[src/hdl/gne_pkg.sv]
package gne_pkg;

  // Coordinate and gradient formats.
  localparam int FRAC_BITS = 16;
  localparam int COORD_W   = 32;
  localparam int GRAD_W    = 16;
  localparam int GRAD_FRAC = GRAD_W - 2;
  localparam int OUT_FRAC  = 20;

  // Lattice table geometry.
  localparam int IDX_W     = 8;
  localparam int TBL_DEPTH = 1 << IDX_W;

  // Coordinates are shifted by this many lattice cells before splitting.
  localparam int COORD_OFFSET = 'h1000;
  localparam logic signed [COORD_W:0] T_OFFSET = (COORD_W + 1)'(COORD_OFFSET) << FRAC_BITS;

  // Internal datapath widths.
  localparam int R_W       = FRAC_BITS + 2;
  localparam int FADE_W    = FRAC_BITS + 4;
  localparam int KF_W      = FRAC_BITS + 3;
  localparam int PROD_W    = R_W + GRAD_W;
  localparam int SUM_W     = PROD_W + 2;
  localparam int DOT_SHIFT = FRAC_BITS + GRAD_FRAC - OUT_FRAC;
  localparam int DOT_W     = SUM_W - DOT_SHIFT;
  localparam int BLX_W     = DOT_W + 4;
  localparam int BLY_W     = BLX_W + 4;
  localparam int BLZ_W     = BLY_W + 4;

  localparam logic signed [R_W-1:0] R_ONE = R_W'(1) << FRAC_BITS;
  localparam logic signed [KF_W+0:0] K_THREE = (KF_W + 1)'(3) << FRAC_BITS;

  // Result format.
  localparam int OUT_W   = 23;
  localparam int OUT_MAX = 4194303;
  localparam int OUT_MIN = -4194304;

  // Command codes.
  localparam logic CMD_EVAL = 1'b0;
  localparam logic CMD_LOAD = 1'b1;

  // Dimension register codes.
  localparam int DIMS_W = 2;
  localparam logic [DIMS_W-1:0] DIMS_TWO   = 2'd2;
  localparam logic [DIMS_W-1:0] DIMS_THREE = 2'd3;
  localparam logic [DIMS_W-1:0] DIMS_RESET = DIMS_THREE;

  // Split of one coordinate: lattice cell pair and the two fractions.
  typedef struct packed {
    logic [IDX_W-1:0]       b0;
    logic [IDX_W-1:0]       b1;
    logic signed [R_W-1:0]  r0;
    logic signed [R_W-1:0]  r1;
  } axis_t;

  // Table load word as it travels down the pipeline.
  typedef struct packed {
    logic [IDX_W-1:0]  idx;
    logic [IDX_W-1:0]  perm;
    logic [GRAD_W-1:0] g1;
    logic [GRAD_W-1:0] g2x;
    logic [GRAD_W-1:0] g2y;
    logic [GRAD_W-1:0] g3x;
    logic [GRAD_W-1:0] g3y;
    logic [GRAD_W-1:0] g3z;
  } ld_t;

endpackage

[src/hdl/gne_blend.sv]
module gne_blend #(
  parameter int W = 26
) (
  input  logic                               clk,
  input  logic                               en,
  input  logic signed [W-1:0]                lo,
  input  logic signed [W-1:0]                hi,
  input  logic signed [gne_pkg::FADE_W-1:0]  s,
  output logic signed [W+3:0]                res
);
  import gne_pkg::*;

  logic signed [W:0]            diff_r, diff_nxt;
  logic signed [W-1:0]          lo_r;
  logic signed [FADE_W-1:0]     s_r;
  logic signed [FADE_W+W:0]     prod;
  logic signed [W+3:0]          res_r, res_nxt;

  assign diff_nxt = {hi[W-1], hi} - {lo[W-1], lo};

  // lo + floor(s * (hi - lo) / one)
  always_comb begin
    prod    = s_r * diff_r;
    res_nxt = {{4{lo_r[W-1]}}, lo_r} + prod[FRAC_BITS +: W+4];
  end

  always_ff @(posedge clk) begin
    if (en) begin
      diff_r <= diff_nxt;
      lo_r   <= lo;
      s_r    <= s;
      res_r  <= res_nxt;
    end
  end

  assign res = res_r;

endmodule

[config.mk]
export PLATFORM = sky130hd
export DESIGN_NAME = gne_blend
export DESIGN_NICKNAME = d
export VERILOG_FILES = /design/src/hdl/gne_pkg.sv /design/src/hdl/gne_blend.sv
export SDC_FILE = /design/constraint.sdc
export NUM_CORES = 2
export LEC_CHECK = 0
export BUFFER_PORTS_ARGS = -buffer_cell sky130_fd_sc_hd__buf_2
export CAP_MARGIN = 0
export CORE_MARGIN = 3
export CORE_UTILIZATION = 56
export DETAILED_ROUTE_END_ITERATION = 6
export PLACE_DENSITY = 0.7
export SYNTH_ARGS = -nofsm -noshare
export SYNTH_HDL_FRONTEND = slang
export SYNTH_SLANG_ARGS = --single-unit
[constraint.sdc]
create_clock -name clk -period 17.9 [get_ports clk]
set_clock_uncertainty 0.05 [all_clocks]
set_input_delay 3.58 -clock clk [delete_from_list [all_inputs] [get_ports clk]]
set_output_delay 3.58 -clock clk [all_outputs]
set_load 0.1 [all_outputs]
==> results.cfg <==
[clock_tree]
clkTransAtPathRegs_ns = 0.08
hold_buffers = 0
cts_resized = 0
cts_tree = done
clkSinkCount = 103
cts.root.buffer_cell = clkbuf_16
cts_buffer_depth = 2
ctsHtreeMaxLevel = 3
post_cts_buffers = 0
clk_latency_ns = 0.38
numCtsBuffers = 9

[worst_setup_path]
crit_buf_inv = 4
crit_path_end_kind = flop
cp.required_ns = 17.94
path_max_fanout = 27
cp-start-kind = flop
cp_slowest_cell = edfxtp_1
crit_type = reg2reg
crit_family = adder cells
slowest_delay_ns = 0.88
setup.reg_to_reg.worst_slack_ns = 8.00
worstPathArrival_ns = 9.94
path_common_cell = fa_1

[finish]
seqCellArea_sq_um = 3090
n_antenna_cell = 0
nets = 3397
instances_no_fill = 3199
area_delta_synth_final_pct = 5.38
multi_input_area_sq_um = 18700
fillers = 3691
layout-drive-gt1-share = 0.0635

[global_routing]
grt_pass1_vias = 19000
globalRouteOverflowTotal = 0
grt_first_pass_wirelength_um = 99100
grt_max_degree = 74
grtUsageTotal = 0.272
antenna_found_initial = 1

[sta]
finalHoldViolCount = 0
slew_violations = 0
whs_ns = 0.564
setup_viol = 0
period_minus_slack_ns = 9.90
tns_ns = 0
worst_slew_margin_rel = 0.202
fin_crit_sh = 0.553
worst_pin_slew_ns = 1.20
rsz0062_at_grt = false
clock.fmax_mhz = 101

[synthesis]
synth_edf_count = 103
avgSynthCellArea_sq_um = 9.57
async_flop_share = 0
synth.most_common_cell = inv_1
synth_commonest_cells = 639 x inv_1, 540 x fa_1, 282 x and2_1
synth_cells = 2575
synth.area.top_cells = fa_1 44%, edfxtp_1 13%, inv_1 9.7%
ys_warn_count = 0
synth_top_flop_cell = edfxtp_1
synth_fp_nets = 3363
yosysUniqueCellTypes = 64
synth-seq-cells = 103
synth_area_sq_um = 24600
synth_top_area_share = 0.439
synth_seq_area_share = 0.126
synth_top_cell_by_area = fa_1

[die]
core-area_sq_um = 43300
start_util = 0.569
fp.dieW_um = 216
die-area_sq_um = 46500
ioPinCount = 104
die_y_um = 216
rows = 76

[route]
firstDrtPassIters = 5
routed_via_density = 5.45
wl_per_cell_um = 19.0
vias = 17400
routed_wl_um = 60600
ant_nets = 0
initialDrtViolationCount = 1033
drc = 0

[flow_run]
maxCapViolCount = 0

[worst_hold_path]
hp-class = reg2reg

[placed_design]
port-buffer-count = 103
dp_hpwl_um = 47200
dp.cells = 3183
gp_congestion = 0.914

[status]
status = complete, no violations
[placed cells by master (no fill, tap or decap), types with 7 or more instances in the layout]
master	n
fa_1	540
ha_1	174
inv_1	639
o21bai_1	7
xnor2_1	67
nand2b_1	17
o21a_1	10
buf_4	25
nor2_1	71
nor2b_1	13
edfxtp_1	103
a21oi_1	60
a21o_1	32
nand3_1	19
a31oi_1	7
and2_1	282
o21ai_0	31
nor3_1	14
xor2_1	18
nand4_1	7
clkbuf_16	9
nand2_1	280
buf_2	102
[state kept, by name (all words and copies together), names as in the netlist]
register,flops
res,30
diff_r,27
lo_r,26
s_r,20
[cell families after synthesis]
group                      synth area share
buffers and inverters                 0.113
and+or+nand+nor                       0.148
adders and majority gates             0.527
AOI/OAI and AO/OA                    0.0560
DFF                                   0.126
xor gates and xnor gates             0.0302
[stage by stage]
| stage | setup WS (ns) | area, sq um | utilization |
|---|---|---|---|
| finish | 8.00 | 26000 | 0.600 |
| global route | 7.61 | 26000 | 0.600 |
| CTS | 8.10 | 26000 | 0.600 |
| detailed placement | 8.10 | 25700 | 0.593 |
| global placement | 8.36 | 25700 | 0.593 |
| floorplan | 9.57 | 24600 | - |
[final timing paths]
kind                start      end  cells after the start
setup / recovery   s_r[6]  res[28]                     32
hold / removal    lo_r[0]   res[0]                      1
setup reg to reg   s_r[6]  res[28]                     32
hold reg to reg   lo_r[0]   res[0]                      1
[metal layers]
metal	part of all wire	global-route usage	vias up
li1	-	-	7723
met1	0.38	0.344	8946
met2	0.52	0.483	623
met3	0.070	0.0469	126
met4	0.031	0.0800	2
met5	0.00020	0	-
[final cells by class]
class | instances | share of cell area
multi-input cells | 1728 | 0.722
flip-flops and latches | 103 | 0.119
inverters | 640 | 0.0925
well taps | 585 | 0.0282
repair buffers | 127 | 0.0269
clock buffers | 10 | 0.00882
clock inverters | 6 | 0.00222
Power is not shown: default switching activity piles up to over one toggle a cycle in this logic, so the estimate is an artifact.
