## src/hdl/gne_pkg.sv

```systemverilog
package gne_pkg;

  // Coordinate and gradient formats.
  localparam int FRAC_BITS = 16;
  localparam int COORD_W   = 32;
  localparam int GRAD_W    = 16;
  localparam int GRAD_FRAC = GRAD_W - 2;
  localparam int OUT_FRAC  = 20;

  // Lattice table geometry.
  localparam int IDX_W     = 8;
  localparam int TBL_DEPTH = 1 << IDX_W;

  // Coordinates are shifted by this many lattice cells before splitting.
  localparam int COORD_OFFSET = 'h1000;
  localparam logic signed [COORD_W:0] T_OFFSET = (COORD_W + 1)'(COORD_OFFSET) << FRAC_BITS;

  // Internal datapath widths.
  localparam int R_W       = FRAC_BITS + 2;
  localparam int FADE_W    = FRAC_BITS + 4;
  localparam int KF_W      = FRAC_BITS + 3;
  localparam int PROD_W    = R_W + GRAD_W;
  localparam int SUM_W     = PROD_W + 2;
  localparam int DOT_SHIFT = FRAC_BITS + GRAD_FRAC - OUT_FRAC;
  localparam int DOT_W     = SUM_W - DOT_SHIFT;
  localparam int BLX_W     = DOT_W + 4;
  localparam int BLY_W     = BLX_W + 4;
  localparam int BLZ_W     = BLY_W + 4;

  localparam logic signed [R_W-1:0] R_ONE = R_W'(1) << FRAC_BITS;
  localparam logic signed [KF_W+0:0] K_THREE = (KF_W + 1)'(3) << FRAC_BITS;

  // Result format.
  localparam int OUT_W   = 23;
  localparam int OUT_MAX = 4194303;
  localparam int OUT_MIN = -4194304;

  // Command codes.
  localparam logic CMD_EVAL = 1'b0;
  localparam logic CMD_LOAD = 1'b1;

  // Dimension register codes.
  localparam int DIMS_W = 2;
  localparam logic [DIMS_W-1:0] DIMS_TWO   = 2'd2;
  localparam logic [DIMS_W-1:0] DIMS_THREE = 2'd3;
  localparam logic [DIMS_W-1:0] DIMS_RESET = DIMS_THREE;

  // Split of one coordinate: lattice cell pair and the two fractions.
  typedef struct packed {
    logic [IDX_W-1:0]       b0;
    logic [IDX_W-1:0]       b1;
    logic signed [R_W-1:0]  r0;
    logic signed [R_W-1:0]  r1;
  } axis_t;

  // Table load word as it travels down the pipeline.
  typedef struct packed {
    logic [IDX_W-1:0]  idx;
    logic [IDX_W-1:0]  perm;
    logic [GRAD_W-1:0] g1;
    logic [GRAD_W-1:0] g2x;
    logic [GRAD_W-1:0] g2y;
    logic [GRAD_W-1:0] g3x;
    logic [GRAD_W-1:0] g3y;
    logic [GRAD_W-1:0] g3z;
  } ld_t;

endpackage

```

## src/hdl/gne_ram.sv

```systemverilog
module gne_ram #(
  parameter int DW = 8
) (
  input  logic                       clk,
  input  logic                       en,
  input  logic                       we,
  input  logic [gne_pkg::IDX_W-1:0]  waddr,
  input  logic [DW-1:0]              wdata,
  input  logic [gne_pkg::IDX_W-1:0]  raddr_a,
  input  logic [gne_pkg::IDX_W-1:0]  raddr_b,
  output logic [DW-1:0]              rdata_a,
  output logic [DW-1:0]              rdata_b
);
  import gne_pkg::*;

  logic [DW-1:0] mem [TBL_DEPTH];
  logic [DW-1:0] rd_a_r;
  logic [DW-1:0] rd_b_r;

  // Reads return the contents from before a write on the same edge.
  always_ff @(posedge clk) begin
    if (en) begin
      if (we) begin
        mem[waddr] <= wdata;
      end
      rd_a_r <= mem[raddr_a];
      rd_b_r <= mem[raddr_b];
    end
  end

  assign rdata_a = rd_a_r;
  assign rdata_b = rd_b_r;

endmodule

```

## config.mk

```make
export PLATFORM = sky130hd
export DESIGN_NAME = gne_ram
export DESIGN_NICKNAME = d
export VERILOG_FILES = /design/src/hdl/gne_pkg.sv /design/src/hdl/gne_ram.sv
export SDC_FILE = /design/constraint.sdc
export NUM_CORES = 2
export LEC_CHECK = 0
export ABC_CLOCK_PERIOD_IN_PS = 3090
export BUFFER_PORTS_ARGS = -buffer_cell sky130_fd_sc_hd__buf_4
export CELL_PAD_IN_SITES_DETAIL_PLACEMENT = 0
export CELL_PAD_IN_SITES_GLOBAL_PLACEMENT = 1
export CORE_UTILIZATION = 50
export DETAILED_ROUTE_END_ITERATION = 10
export MAX_ROUTING_LAYER = met4
export PLACE_DENSITY_LB_ADDON = 0.15
export SKIP_LAST_GASP = 1
export SYNTH_ARGS = -nofsm -noshare
export SYNTH_HDL_FRONTEND = slang
export SYNTH_SLANG_ARGS = --single-unit
```

## constraint.sdc

```tcl
create_clock -name clk -period 3.09 [get_ports clk]
set_clock_uncertainty 0.2 [all_clocks]
set_input_delay 0.1545 -clock clk [delete_from_list [all_inputs] [get_ports clk]]
set_output_delay 0.1545 -clock clk [all_outputs]
set_load 0.03 [all_outputs]
```

==> results.cfg <==
[worst_setup_path]
critical_path_depth = 8
reg2reg_from = mem[171][7]
reg2reg_to = rdata_a[7]
cp_slowest_cell = nor3_1
path_delay_family = compound AO/OA/AOI/OAI gates
cp_data_required_time_ns = 3.49
cp_cell_sequence = mux4_2 -> a22o_1 -> a221oi_1 -> buf_4 -> o22ai_1 -> nor3_1 -> buf_4 -> nor4_1
path_buf_inv = 2
arrival_ns = 3.48
cp_slowest_stage_delay_ns = 0.49
path_class = flop to flop
critPathMaxFanout = 2
crit_path_frequent_cell = buf_4
cp-start-kind = flop
reg2reg_depth = 8
critPathCaptureType = flop
regToRegSetupSlack_ns = 0.01

[layout]
drive_above_1_share_pct = 35.36
final_nets = 6023
area_delta_synth_final_pct = 17.37

[die]
die_x_um = 441.3
rows = 160
die_y_um = 441.3
io_pins = 51
dieArea_um2 = 194800
initial_core_util_pct = 50.53
core_area_um2 = 191000

[worst_hold_path]
hp-class = input port to flop
holdCritStartpoint = waddr[5]
min_path_cells = 5
holdPathEnd = mem[129][1]

[synth]
avgSynthCellArea_um2 = 18.56
yosysWarnings = 0
ys_seq_area_share_pct = 64.23
synth_cell_types = 66
async_flop_share_pct = 0
ys_ff_latch = 2064
syn-cell-area_um2 = 96500
synthCells = 5198
synth_fp_nets = 5233
synth_edf_count = 2064
synthFlopType = edfxtp_1

[route]
vias = 59730
viasPerCell = 6.876
firstDrtPassIters = 5
first_iter_violations = 8300
drc_errors = 0
routed_wirelength_um = 319700
drt-wirelength-per-cell_um = 36.80
ant_nets = 0

[cts]
clk_latency_ns = 0.87
cts_made_buffers = 213
post_cts_buffers = 0
cts.reportedPaths.clkPinSlew_ns = 0.06
h-tree-depth = 4
cts_tree = done
root_buffer = clkbuf_16
clockBufferDepth = 3
clock_sinks = 2064

[sta]
slew_viol_final = 0
setup_viol = 0
hold_viol_final = 0
fmax_mhz = 325.0
finalSetupTns_ns = 0
rsz0062_at_grt = true
fin_crit_ns = 3.077
relSlewSlack_pct = 9.539
fin_crit_sh_pct = 99.59
worst_pin_slew_ns = 1.349

[global_route]
grt_first_pass_wirelength_um = 450400
grt_usage_pct = 34.17
antenna_found_initial = 12
grt_pass1_vias = 59350
gr-total-overflow = 0
grt_max_degree = 118

[power_and_ir_drop]
power.density_nw_per_um2 = 558.1
p_total_uw = 63210
vdd_drop_max_mv = 0.5433
p_leak_uw = 0.03731

[place]
io_buffer_count = 50
hpwl_um = 225000
gp_congestion = 0.9664

[status]
status = finished, final reports clean

[run]
cap_viol_max_count = 0
==> state kept, by name, indices dropped and copies added (netlist names) <==
signal and cells:
rdata_a 8, mem 2048, rdata_b 8
==> how the worst max path moves through the flow <==
stage | startpoint | to
3_3_place_gp | raddr_a[0] | rdata_a[6]
5_1_grt | mem[177][3] | rdata_a[3]
3_5_place_dp | raddr_a[0] | rdata_a[6]
6_report | mem[171][7] | rdata_a[7]
2_1_floorplan | raddr_a[1] | rdata_a[4]
4_1_cts | mem[179][3] | rdata_a[3]
==> layout by cell type, fill, tap and decap left out, types with 46 or more instances in the layout <==
master     Yosys  final
edfxtp_1    2064   2064
nor2_1       319    315
clkinv_2       0     46
a21oi_1      183    183
mux2i_1      332    332
clkbuf_16      0    214
o22ai_1       97     95
mux4_2       821    821
nand2_1       72     71
o221ai_1      62     62
buf_4         51    848
buf_12        17    121
clkinv_1       0     48
nand3_1       51     48
a22oi_1      292    292
nor3_1        56     56
==> stage by stage <==
step	cells	hold WS (ns)	worst slack (ns)	instance area [µm²]	util, %
global route	8685	0.04723	-0.02620	113300	59.30
global placement	8265	0.4749	-0.9200	105900	55.45
floorplan	5198	0.05337	0.6987	96500	-
CTS	8681	0.009454	-0.06309	113200	59.27
finish	8687	0.07728	0.01278	113300	59.30
detailed placement	8265	0.4839	-0.9110	105900	55.45
==> cells by family (layout without fill, tap and decap cells) <==
family | after synthesis | after routing | synth area share (%)
buf+inv | 433 | 1405 | 2.950
mux | 1181 | 1181 | 23.34
other cells | 0 | 6 | 0
compound gates | 863 | 863 | 6.298
flops | 2064 | 2064 | 64.23
simple gates | 657 | 657 | 3.187
==> report_power, final <==
group | leakage, µW | switching [µW] | internal (µW) | total [µW]
Sequential | 0.0186 | 68.1 | 30900 | 30900
Clock | 0.00347 | 11100 | 15200 | 26300
Combinational | 0.0153 | 3550 | 2380 | 5930
==> cells in the mapped netlist (24+ instances only) <==
master,instances,area (µm²)
nor4_1,38,237.7
mux4_1,26,683.2
mux4_2,821,18490
o21ai_0,29,145.1
a221oi_1,29,254.0
a211oi_1,34,255.2
clkbuf_1,151,566.8
a22oi_1,292,2192
buf_2,110,550.5
nor3_1,56,280.3
nand2_1,72,270.3
buf_6,52,585.6
buf_1,24,90.09
o221ai_1,62,543.0
a21oi_1,183,915.9
buf_4,51,382.9
edfxtp_1,2064,61980
nor2_1,319,1197
nand3_1,51,255.2
mux2i_1,332,3323
o22ai_1,97,606.8
a22o_1,37,324.1
nor2b_1,43,269.0
==> timing repair <==
action | CTS | global route
endpoints found under the hold margin | 1890 | 0
resized for setup | 2 | 6
gates cloned | 0 | 0
hold buffers | 19 | 0
setup endpoints to repair | 2 | 4
==> worst register-to-register path: stages, from the launching register on <==
cell and delay, ns:
edfxtp_1 0.37, mux4_2 0.47, a22o_1 0.28, a221oi_1 0.39, buf_4 0.20, o22ai_1 0.12
nor3_1 0.49, buf_4 0.26, nor4_1 0.06
==> per-layer routing <==
layer	up-vias	GRT usage [%]	routed length, µm
met5	-	-	0
met4	0	11.60	12260
met3	546	8.121	36600
met2	3580	50.36	147100
met1	31630	46.99	123700
li1	23980	-	-
==> area by class of cell <==
type,count,area (µm²)
Clock buffer,248,5483
Sequential cell,2064,61980
Antenna cell,6,15.01
Fill cell,14340,77730
Tap cell,2511,3142
Multi-Input combinational cell,2701,31840
Timing Repair Buffer,1000,9150
Clock inverter,149,1615
Inverter,8,30.03
Note: power is estimated with default switching activity, not from simulation.
