<file path="src/hdl/gne_pkg.sv">
package gne_pkg;

  // Coordinate and gradient formats.
  localparam int FRAC_BITS = 16;
  localparam int COORD_W   = 32;
  localparam int GRAD_W    = 16;
  localparam int GRAD_FRAC = GRAD_W - 2;
  localparam int OUT_FRAC  = 20;

  // Lattice table geometry.
  localparam int IDX_W     = 8;
  localparam int TBL_DEPTH = 1 << IDX_W;

  // Coordinates are shifted by this many lattice cells before splitting.
  localparam int COORD_OFFSET = 'h1000;
  localparam logic signed [COORD_W:0] T_OFFSET = (COORD_W + 1)'(COORD_OFFSET) << FRAC_BITS;

  // Internal datapath widths.
  localparam int R_W       = FRAC_BITS + 2;
  localparam int FADE_W    = FRAC_BITS + 4;
  localparam int KF_W      = FRAC_BITS + 3;
  localparam int PROD_W    = R_W + GRAD_W;
  localparam int SUM_W     = PROD_W + 2;
  localparam int DOT_SHIFT = FRAC_BITS + GRAD_FRAC - OUT_FRAC;
  localparam int DOT_W     = SUM_W - DOT_SHIFT;
  localparam int BLX_W     = DOT_W + 4;
  localparam int BLY_W     = BLX_W + 4;
  localparam int BLZ_W     = BLY_W + 4;

  localparam logic signed [R_W-1:0] R_ONE = R_W'(1) << FRAC_BITS;
  localparam logic signed [KF_W+0:0] K_THREE = (KF_W + 1)'(3) << FRAC_BITS;

  // Result format.
  localparam int OUT_W   = 23;
  localparam int OUT_MAX = 4194303;
  localparam int OUT_MIN = -4194304;

  // Command codes.
  localparam logic CMD_EVAL = 1'b0;
  localparam logic CMD_LOAD = 1'b1;

  // Dimension register codes.
  localparam int DIMS_W = 2;
  localparam logic [DIMS_W-1:0] DIMS_TWO   = 2'd2;
  localparam logic [DIMS_W-1:0] DIMS_THREE = 2'd3;
  localparam logic [DIMS_W-1:0] DIMS_RESET = DIMS_THREE;

  // Split of one coordinate: lattice cell pair and the two fractions.
  typedef struct packed {
    logic [IDX_W-1:0]       b0;
    logic [IDX_W-1:0]       b1;
    logic signed [R_W-1:0]  r0;
    logic signed [R_W-1:0]  r1;
  } axis_t;

  // Table load word as it travels down the pipeline.
  typedef struct packed {
    logic [IDX_W-1:0]  idx;
    logic [IDX_W-1:0]  perm;
    logic [GRAD_W-1:0] g1;
    logic [GRAD_W-1:0] g2x;
    logic [GRAD_W-1:0] g2y;
    logic [GRAD_W-1:0] g3x;
    logic [GRAD_W-1:0] g3y;
    logic [GRAD_W-1:0] g3z;
  } ld_t;

endpackage

</file>
<file path="src/hdl/gne_axis.sv">
module gne_axis (
  input  logic                               clk,
  input  logic                               en,
  input  logic signed [gne_pkg::COORD_W-1:0] coord,
  output gne_pkg::axis_t                     ax,
  output logic signed [gne_pkg::FADE_W-1:0]  fade
);
  import gne_pkg::*;

  logic signed [COORD_W:0]    t_r, t_nxt;
  logic                       neg;
  logic [COORD_W:0]           mag;
  logic [IDX_W-1:0]           ipl;
  logic signed [R_W-1:0]      rpos;
  axis_t                      ax_r, ax_nxt;
  logic signed [2*R_W-1:0]    sq_prod;
  logic [FRAC_BITS-1:0]       sq_r, sq_nxt;
  logic signed [KF_W:0]       kf_full;
  logic [KF_W-1:0]            kf_r, kf_nxt;
  logic [FRAC_BITS+KF_W-1:0]  fade_prod;
  logic [KF_W-1:0]            fade_r, fade_nxt;

  // Offset coordinate.
  assign t_nxt = {coord[COORD_W-1], coord} + T_OFFSET;

  // Split by truncation toward zero: the fraction keeps the sign of t.
  always_comb begin
    neg  = t_r[COORD_W];
    mag  = neg ? (COORD_W + 1)'(-t_r) : t_r;
    ipl  = mag[FRAC_BITS +: IDX_W];
    rpos = {2'b00, mag[FRAC_BITS-1:0]};
    ax_nxt.b0 = neg ? (~ipl + 1'b1) : ipl;
    ax_nxt.b1 = ax_nxt.b0 + 1'b1;
    ax_nxt.r0 = neg ? -rpos : rpos;
    ax_nxt.r1 = ax_nxt.r0 - R_ONE;
  end

  // Fade curve t*t*(3-2t), squared term and linear term first.
  always_comb begin
    sq_prod = ax_r.r0 * ax_r.r0;
    sq_nxt  = sq_prod[2*FRAC_BITS-1:FRAC_BITS];
    kf_full = K_THREE - {ax_r.r0[R_W-1], ax_r.r0, 1'b0};
    kf_nxt  = kf_full[KF_W-1:0];
    fade_prod = sq_r * kf_r;
    fade_nxt  = fade_prod[FRAC_BITS +: KF_W];
  end

  always_ff @(posedge clk) begin
    if (en) begin
      t_r    <= t_nxt;
      ax_r   <= ax_nxt;
      sq_r   <= sq_nxt;
      kf_r   <= kf_nxt;
      fade_r <= fade_nxt;
    end
  end

  assign ax   = ax_r;
  assign fade = {1'b0, fade_r};

endmodule

</file>
<file path="config.mk">
export PLATFORM = sky130hd
export DESIGN_NAME = gne_axis
export DESIGN_NICKNAME = d
export VERILOG_FILES = /design/src/hdl/gne_pkg.sv /design/src/hdl/gne_axis.sv
export SDC_FILE = /design/constraint.sdc
export NUM_CORES = 1
export LEC_CHECK = 0
export BUFFER_PORTS_ARGS = -buffer_cell sky130_fd_sc_hd__buf_4
export CORE_ASPECT_RATIO = 1.2
export CORE_UTILIZATION = 50
export CTS_CLUSTER_DIAMETER = 40
export CTS_CLUSTER_SIZE = 8
export DETAILED_ROUTE_END_ITERATION = 8
export PLACE_DENSITY = 0.76
export SLEW_MARGIN = 15
export SYNTH_ARGS = -nofsm -noshare
export SYNTH_HDL_FRONTEND = slang
export SYNTH_SLANG_ARGS = --single-unit
</file>
<file path="constraint.sdc">
create_clock -name clk -period 18.3 [get_ports clk]
set_input_delay 3.66 -clock clk [delete_from_list [all_inputs] [get_ports clk]]
set_output_delay 3.66 -clock clk [all_outputs]
set_load 0.05 [all_outputs]
</file>
==> key figures <==
Yosys
  – Post-Synthesis Net Count: 3,173
  – Count of flip-flops with a built-in enable after synthesis: 114
  – Leading register cell type out of synthesis: sky130_fd_sc_hd__edfxtp_1
  – Async SR Flop Fraction: 0%
  – Flip-flop and latch count after synthesis: 114
  – Syn avg cell area: 9.75 um^2
  – Count of cell types in the netlist: 78
  – Cell Area, Synth: 23,900 um^2
  – Most frequent cell after synthesis: sky130_fd_sc_hd__inv_1
  – Share of the yosys chip area belonging to registers: 14.3%
  – Instance count of the mapped netlist: 2,448
  – Most area-hungry cell type in the Yosys netlist: sky130_fd_sc_hd__fa_1
  – Number of warnings printed during yosys synthesis: 0
  – Leading cell types by count after synthesis: sky130_fd_sc_hd__inv_1, sky130_fd_sc_hd__fa_1, sky130_fd_sc_hd__nand2_1
  – Most area-consuming cells after synthesis: sky130_fd_sc_hd__fa_1, sky130_fd_sc_hd__edfxtp_1, sky130_fd_sc_hd__ha_1
  – Area share of the largest cell type after synthesis: 41.0%

STA
  – Final period util: 45.0%
  – Total negative setup slack: 0 ns
  – Maximum frequency from static timing analysis: 122 MHz
  – Count of final hold-check violations: 0
  – Slew HR: 31.6%
  – Transition time of the tightest slew-check pin: 1.03 ns
  – Fin crit period: 8.23 ns
  – Clock tree skew after final layout: 0.0169 ns
  – Setup violation total in the final timing report: 0
  – Final count of pins violating max slew: 0
  – RSZ-0062 raised after global routing: false

Route
  – Post-DRT Antenna Nets: 0
  – Via count: 16.6k
  – Drt first-iter violations: 955
  – Post-detailed-route wirelength per cell: 17.0 um
  – Vias per std cell: 5.32
  – Number of iterations in the first detailed-routing pass: 5
  – Drt total wl: 53,000 um
  – DRC Markers: 0

Placement
  – Port Buffer Count: 100
  – Hpwl dp: 42,000 um
  – GPL Wtd Cong: 0.902

Setup path
  – Slowest cell on the critical path: sky130_fd_sc_hd__edfxtp_1
  – Worst Reg-to-Reg Cells: 22
  – Data required time at the worst endpoint: 18.50 ns
  – CP top delay family: adder cells
  – Type of destination of the critical path: flop
  – Critical Path Source Type: flop
  – Buffers and inverters on the worst path: 6
  – Critical Path End: sq_r[14]
  – Longest individual stage delay on the worst path: 0.96 ns
  – Critical path launch point: ax[22]
  – Stages on the worst setup path: 22
  – Critical path data arrival time: 8.43 ns
  – Worst-case register-to-register setup slack: 10.07 ns
  – Start of the worst register-to-register path: ax[22]
  – Reg-to-reg critical path endpoint: sq_r[14]
  – Start-to-end type of the worst setup path: flop to flop
  – Ordered cell list for the critical path: clkinv_1, nor2_1, fa_1, fa_1, inv_1, fa_1, fa_1, inv_1, fa_1, inv_1, fa_1, inv_1, ha_1, a21oi_1, o221ai_1, a2111oi_0, buf_4, nor3_1, a211oi_1, o21bai_1, a21oi_1, xnor2_1
  – Top fanout value on the critical path: 19
  – Crit-path most repeated cell: sky130_fd_sc_hd__fa_1

GRT
  – Maximum number of pins on one net before global-route repair: 62
  – Number of antenna violations at the first check in global routing: 0
  – Layer with the highest usage after global routing: met2
  – Gr usage total: 23.3%
  – Met2 capacity usage during global routing: 43.7%
  – Vias in the first global route: 18.6k
  – Global-route wire length before repair: 89,600 um
  – Global-route met1 utilization: 26.3%
  – Total overflow reported by the global router: 0
  – Met3 usage in global routing: 3.73%

Die
  – I/O pin total: 106
  – Floorplan die area: 48,600 um^2
  – Initial cell density of the core: 50.7%
  – Placeable core region: 47,000 um^2
  – Width of the die: 201 um
  – Placement Rows: 87
  – DIE HEIGHT: 241 um

Clocking
  – Cts bufs inserted: 17
  – CTS root buf: sky130_fd_sc_hd__clkbuf_16
  – CTS resizes: 0
  – Deepest level of the CTS H-tree: 4
  – Insertion delay of the later-clocked pin in the worst-skew pair: 0.46 ns
  – Maximum count of clock buffers along a single path: 2
  – Clock transition at the registers of the reported paths: 0.06 ns
  – Post-CTS setup buffer count: 0
  – CTS Hold Buffers Added: 0
  – CTS tree: built
  – Total clock sinks: 114

Final layout
  – Total inserted antenna cells: 0
  – Fillcell total: 4,049
  – Area occupied by multi-input gates: 17,500 um^2
  – Area growth from synthesis to layout: 6.77%
  – Final-stage net count: 3,199
  – Share of final-layout standard cells stronger than drive strength 1: 6.59%
  – Register Area: 3420 um^2

Run
  – Max-cap violations: 0

Run status
  – Run status: finished clean

Min path
  – Hold Crit Class: flop to flop
layout by cell type, fill, tap and decap left out, drive strengths merged, types with 3 or more instances in the layout:
master | netlist | final
inv | 632 | 638
fa | 489 | 489
nand2 | 282 | 282
ha | 202 | 202
and2 | 174 | 174
buf | 27 | 115
edfxtp | 114 | 114
xnor2 | 69 | 69
nor2 | 65 | 65
a21oi | 45 | 45
xor2 | 35 | 35
o21ai | 28 | 28
a21o | 19 | 19
nor3 | 19 | 19
nand3 | 18 | 18
clkbuf | 78 | 18
o211ai | 12 | 12
nor4 | 12 | 12
nand4 | 11 | 11
nand2b | 9 | 9
o31ai | 9 | 9
nor2b | 7 | 7
a211oi | 7 | 7
a31oi | 7 | 7
or3 | 6 | 6
clkinv | 1 | 6
or4 | 5 | 5
and3 | 3 | 3
a31o | 3 | 3
o21a | 3 | 3
or2 | 3 | 3
a21boi | 3 | 3
o21bai | 3 | 3
mux2i | 3 | 3
per-stage QoR:
| stage | area (um^2) | cells | worst slack (ns) | utilization [%] | hold slack (ns) |
|---|---|---|---|---|---|
| 4_1_cts | 25500 | 3110 | 10.02 | 54.2 | 0.631 |
| 6_report | 25500 | 3110 | 10.07 | 54.2 | 0.619 |
| 2_1_floorplan | 23900 | 2448 | 11.22 | - | 0.502 |
| 3_3_place_gp | 24900 | 3078 | 10.23 | 53.0 | 0.589 |
| 5_1_grt | 25500 | 3110 | 9.54 | 54.2 | 0.664 |
| 3_5_place_dp | 24900 | 3078 | 10.05 | 53.0 | 0.613 |
worst reg2reg max path, cell delays in order, from the launching register on:
cell and delay (ns):
sky130_fd_sc_hd__edfxtp_1 0.96, sky130_fd_sc_hd__clkinv_1 0.61, sky130_fd_sc_hd__nor2_1 0.38, sky130_fd_sc_hd__fa_1 0.50
sky130_fd_sc_hd__fa_1 0.49, sky130_fd_sc_hd__inv_1 0.05, sky130_fd_sc_hd__fa_1 0.47, sky130_fd_sc_hd__fa_1 0.49
sky130_fd_sc_hd__inv_1 0.06, sky130_fd_sc_hd__fa_1 0.56, sky130_fd_sc_hd__inv_1 0.07, sky130_fd_sc_hd__fa_1 0.55
sky130_fd_sc_hd__inv_1 0.05, sky130_fd_sc_hd__ha_1 0.32, sky130_fd_sc_hd__a21oi_1 0.16, sky130_fd_sc_hd__o221ai_1 0.28
sky130_fd_sc_hd__a2111oi_0 0.52, sky130_fd_sc_hd__buf_4 0.22, sky130_fd_sc_hd__nor3_1 0.06, sky130_fd_sc_hd__a211oi_1 0.73
sky130_fd_sc_hd__o21bai_1 0.18, sky130_fd_sc_hd__a21oi_1 0.21, sky130_fd_sc_hd__xnor2_1 0.08
state kept, by name (all words and copies together) (netlist names):
register / count
kf_r: 18
fade_r: 19
ax: 36
sq_r: 16
t_r: 25
routing by layer:
metal / vias up / share of wire, % / wire length [um]
met1: 8412 / 37 / 19600
met2: 607 / 53 / 28200
met3: 150 / 6.0 / 3190
met5: - / 0 / 0
li1: 7386 / - / -
met4: 0 / 3.8 / 2030
worst min path at each step:
stage / slack [ns] / endpoint / cells past startpoint / start
after floorplan: 0.50 / kf_r[1] / 0 / ax[18]
after CTS: 0.63 / ax[51] / 1 / t_r[23]
after detailed placement: 0.61 / ax[18] / 0 / t_r[0]
after global routing: 0.66 / ax[51] / 1 / t_r[23]
after global placement: 0.59 / ax[18] / 0 / t_r[0]
final: 0.62 / ax[51] / 1 / t_r[23]
area by class of cell:
cell class	count	share of cell area [%]
multi-input combinational	1593	68.6
tap	623	3.06
clock buffer	18	1.68
inverter	633	9.33
clock inverter	14	0.501
timing repair buffer	115	3.39
sequential	114	13.4
cell families after synthesis:
kind of cell | Yosys count | synth area share [%]
flip-flops | 114 | 14.3
XOR/XNOR | 104 | 3.82
AO/OA/AOI/OAI | 163 | 4.54
multiplexers | 5 | 0.220
buffers and inverters | 741 | 12.4
AND/OR/NAND/NOR | 629 | 13.0
other | 1 | 0.0157
adder cells (fa/ha/maj) | 691 | 51.6
Power is not shown: default switching activity piles up to over one toggle a cycle in this logic, so the estimate is an artifact.
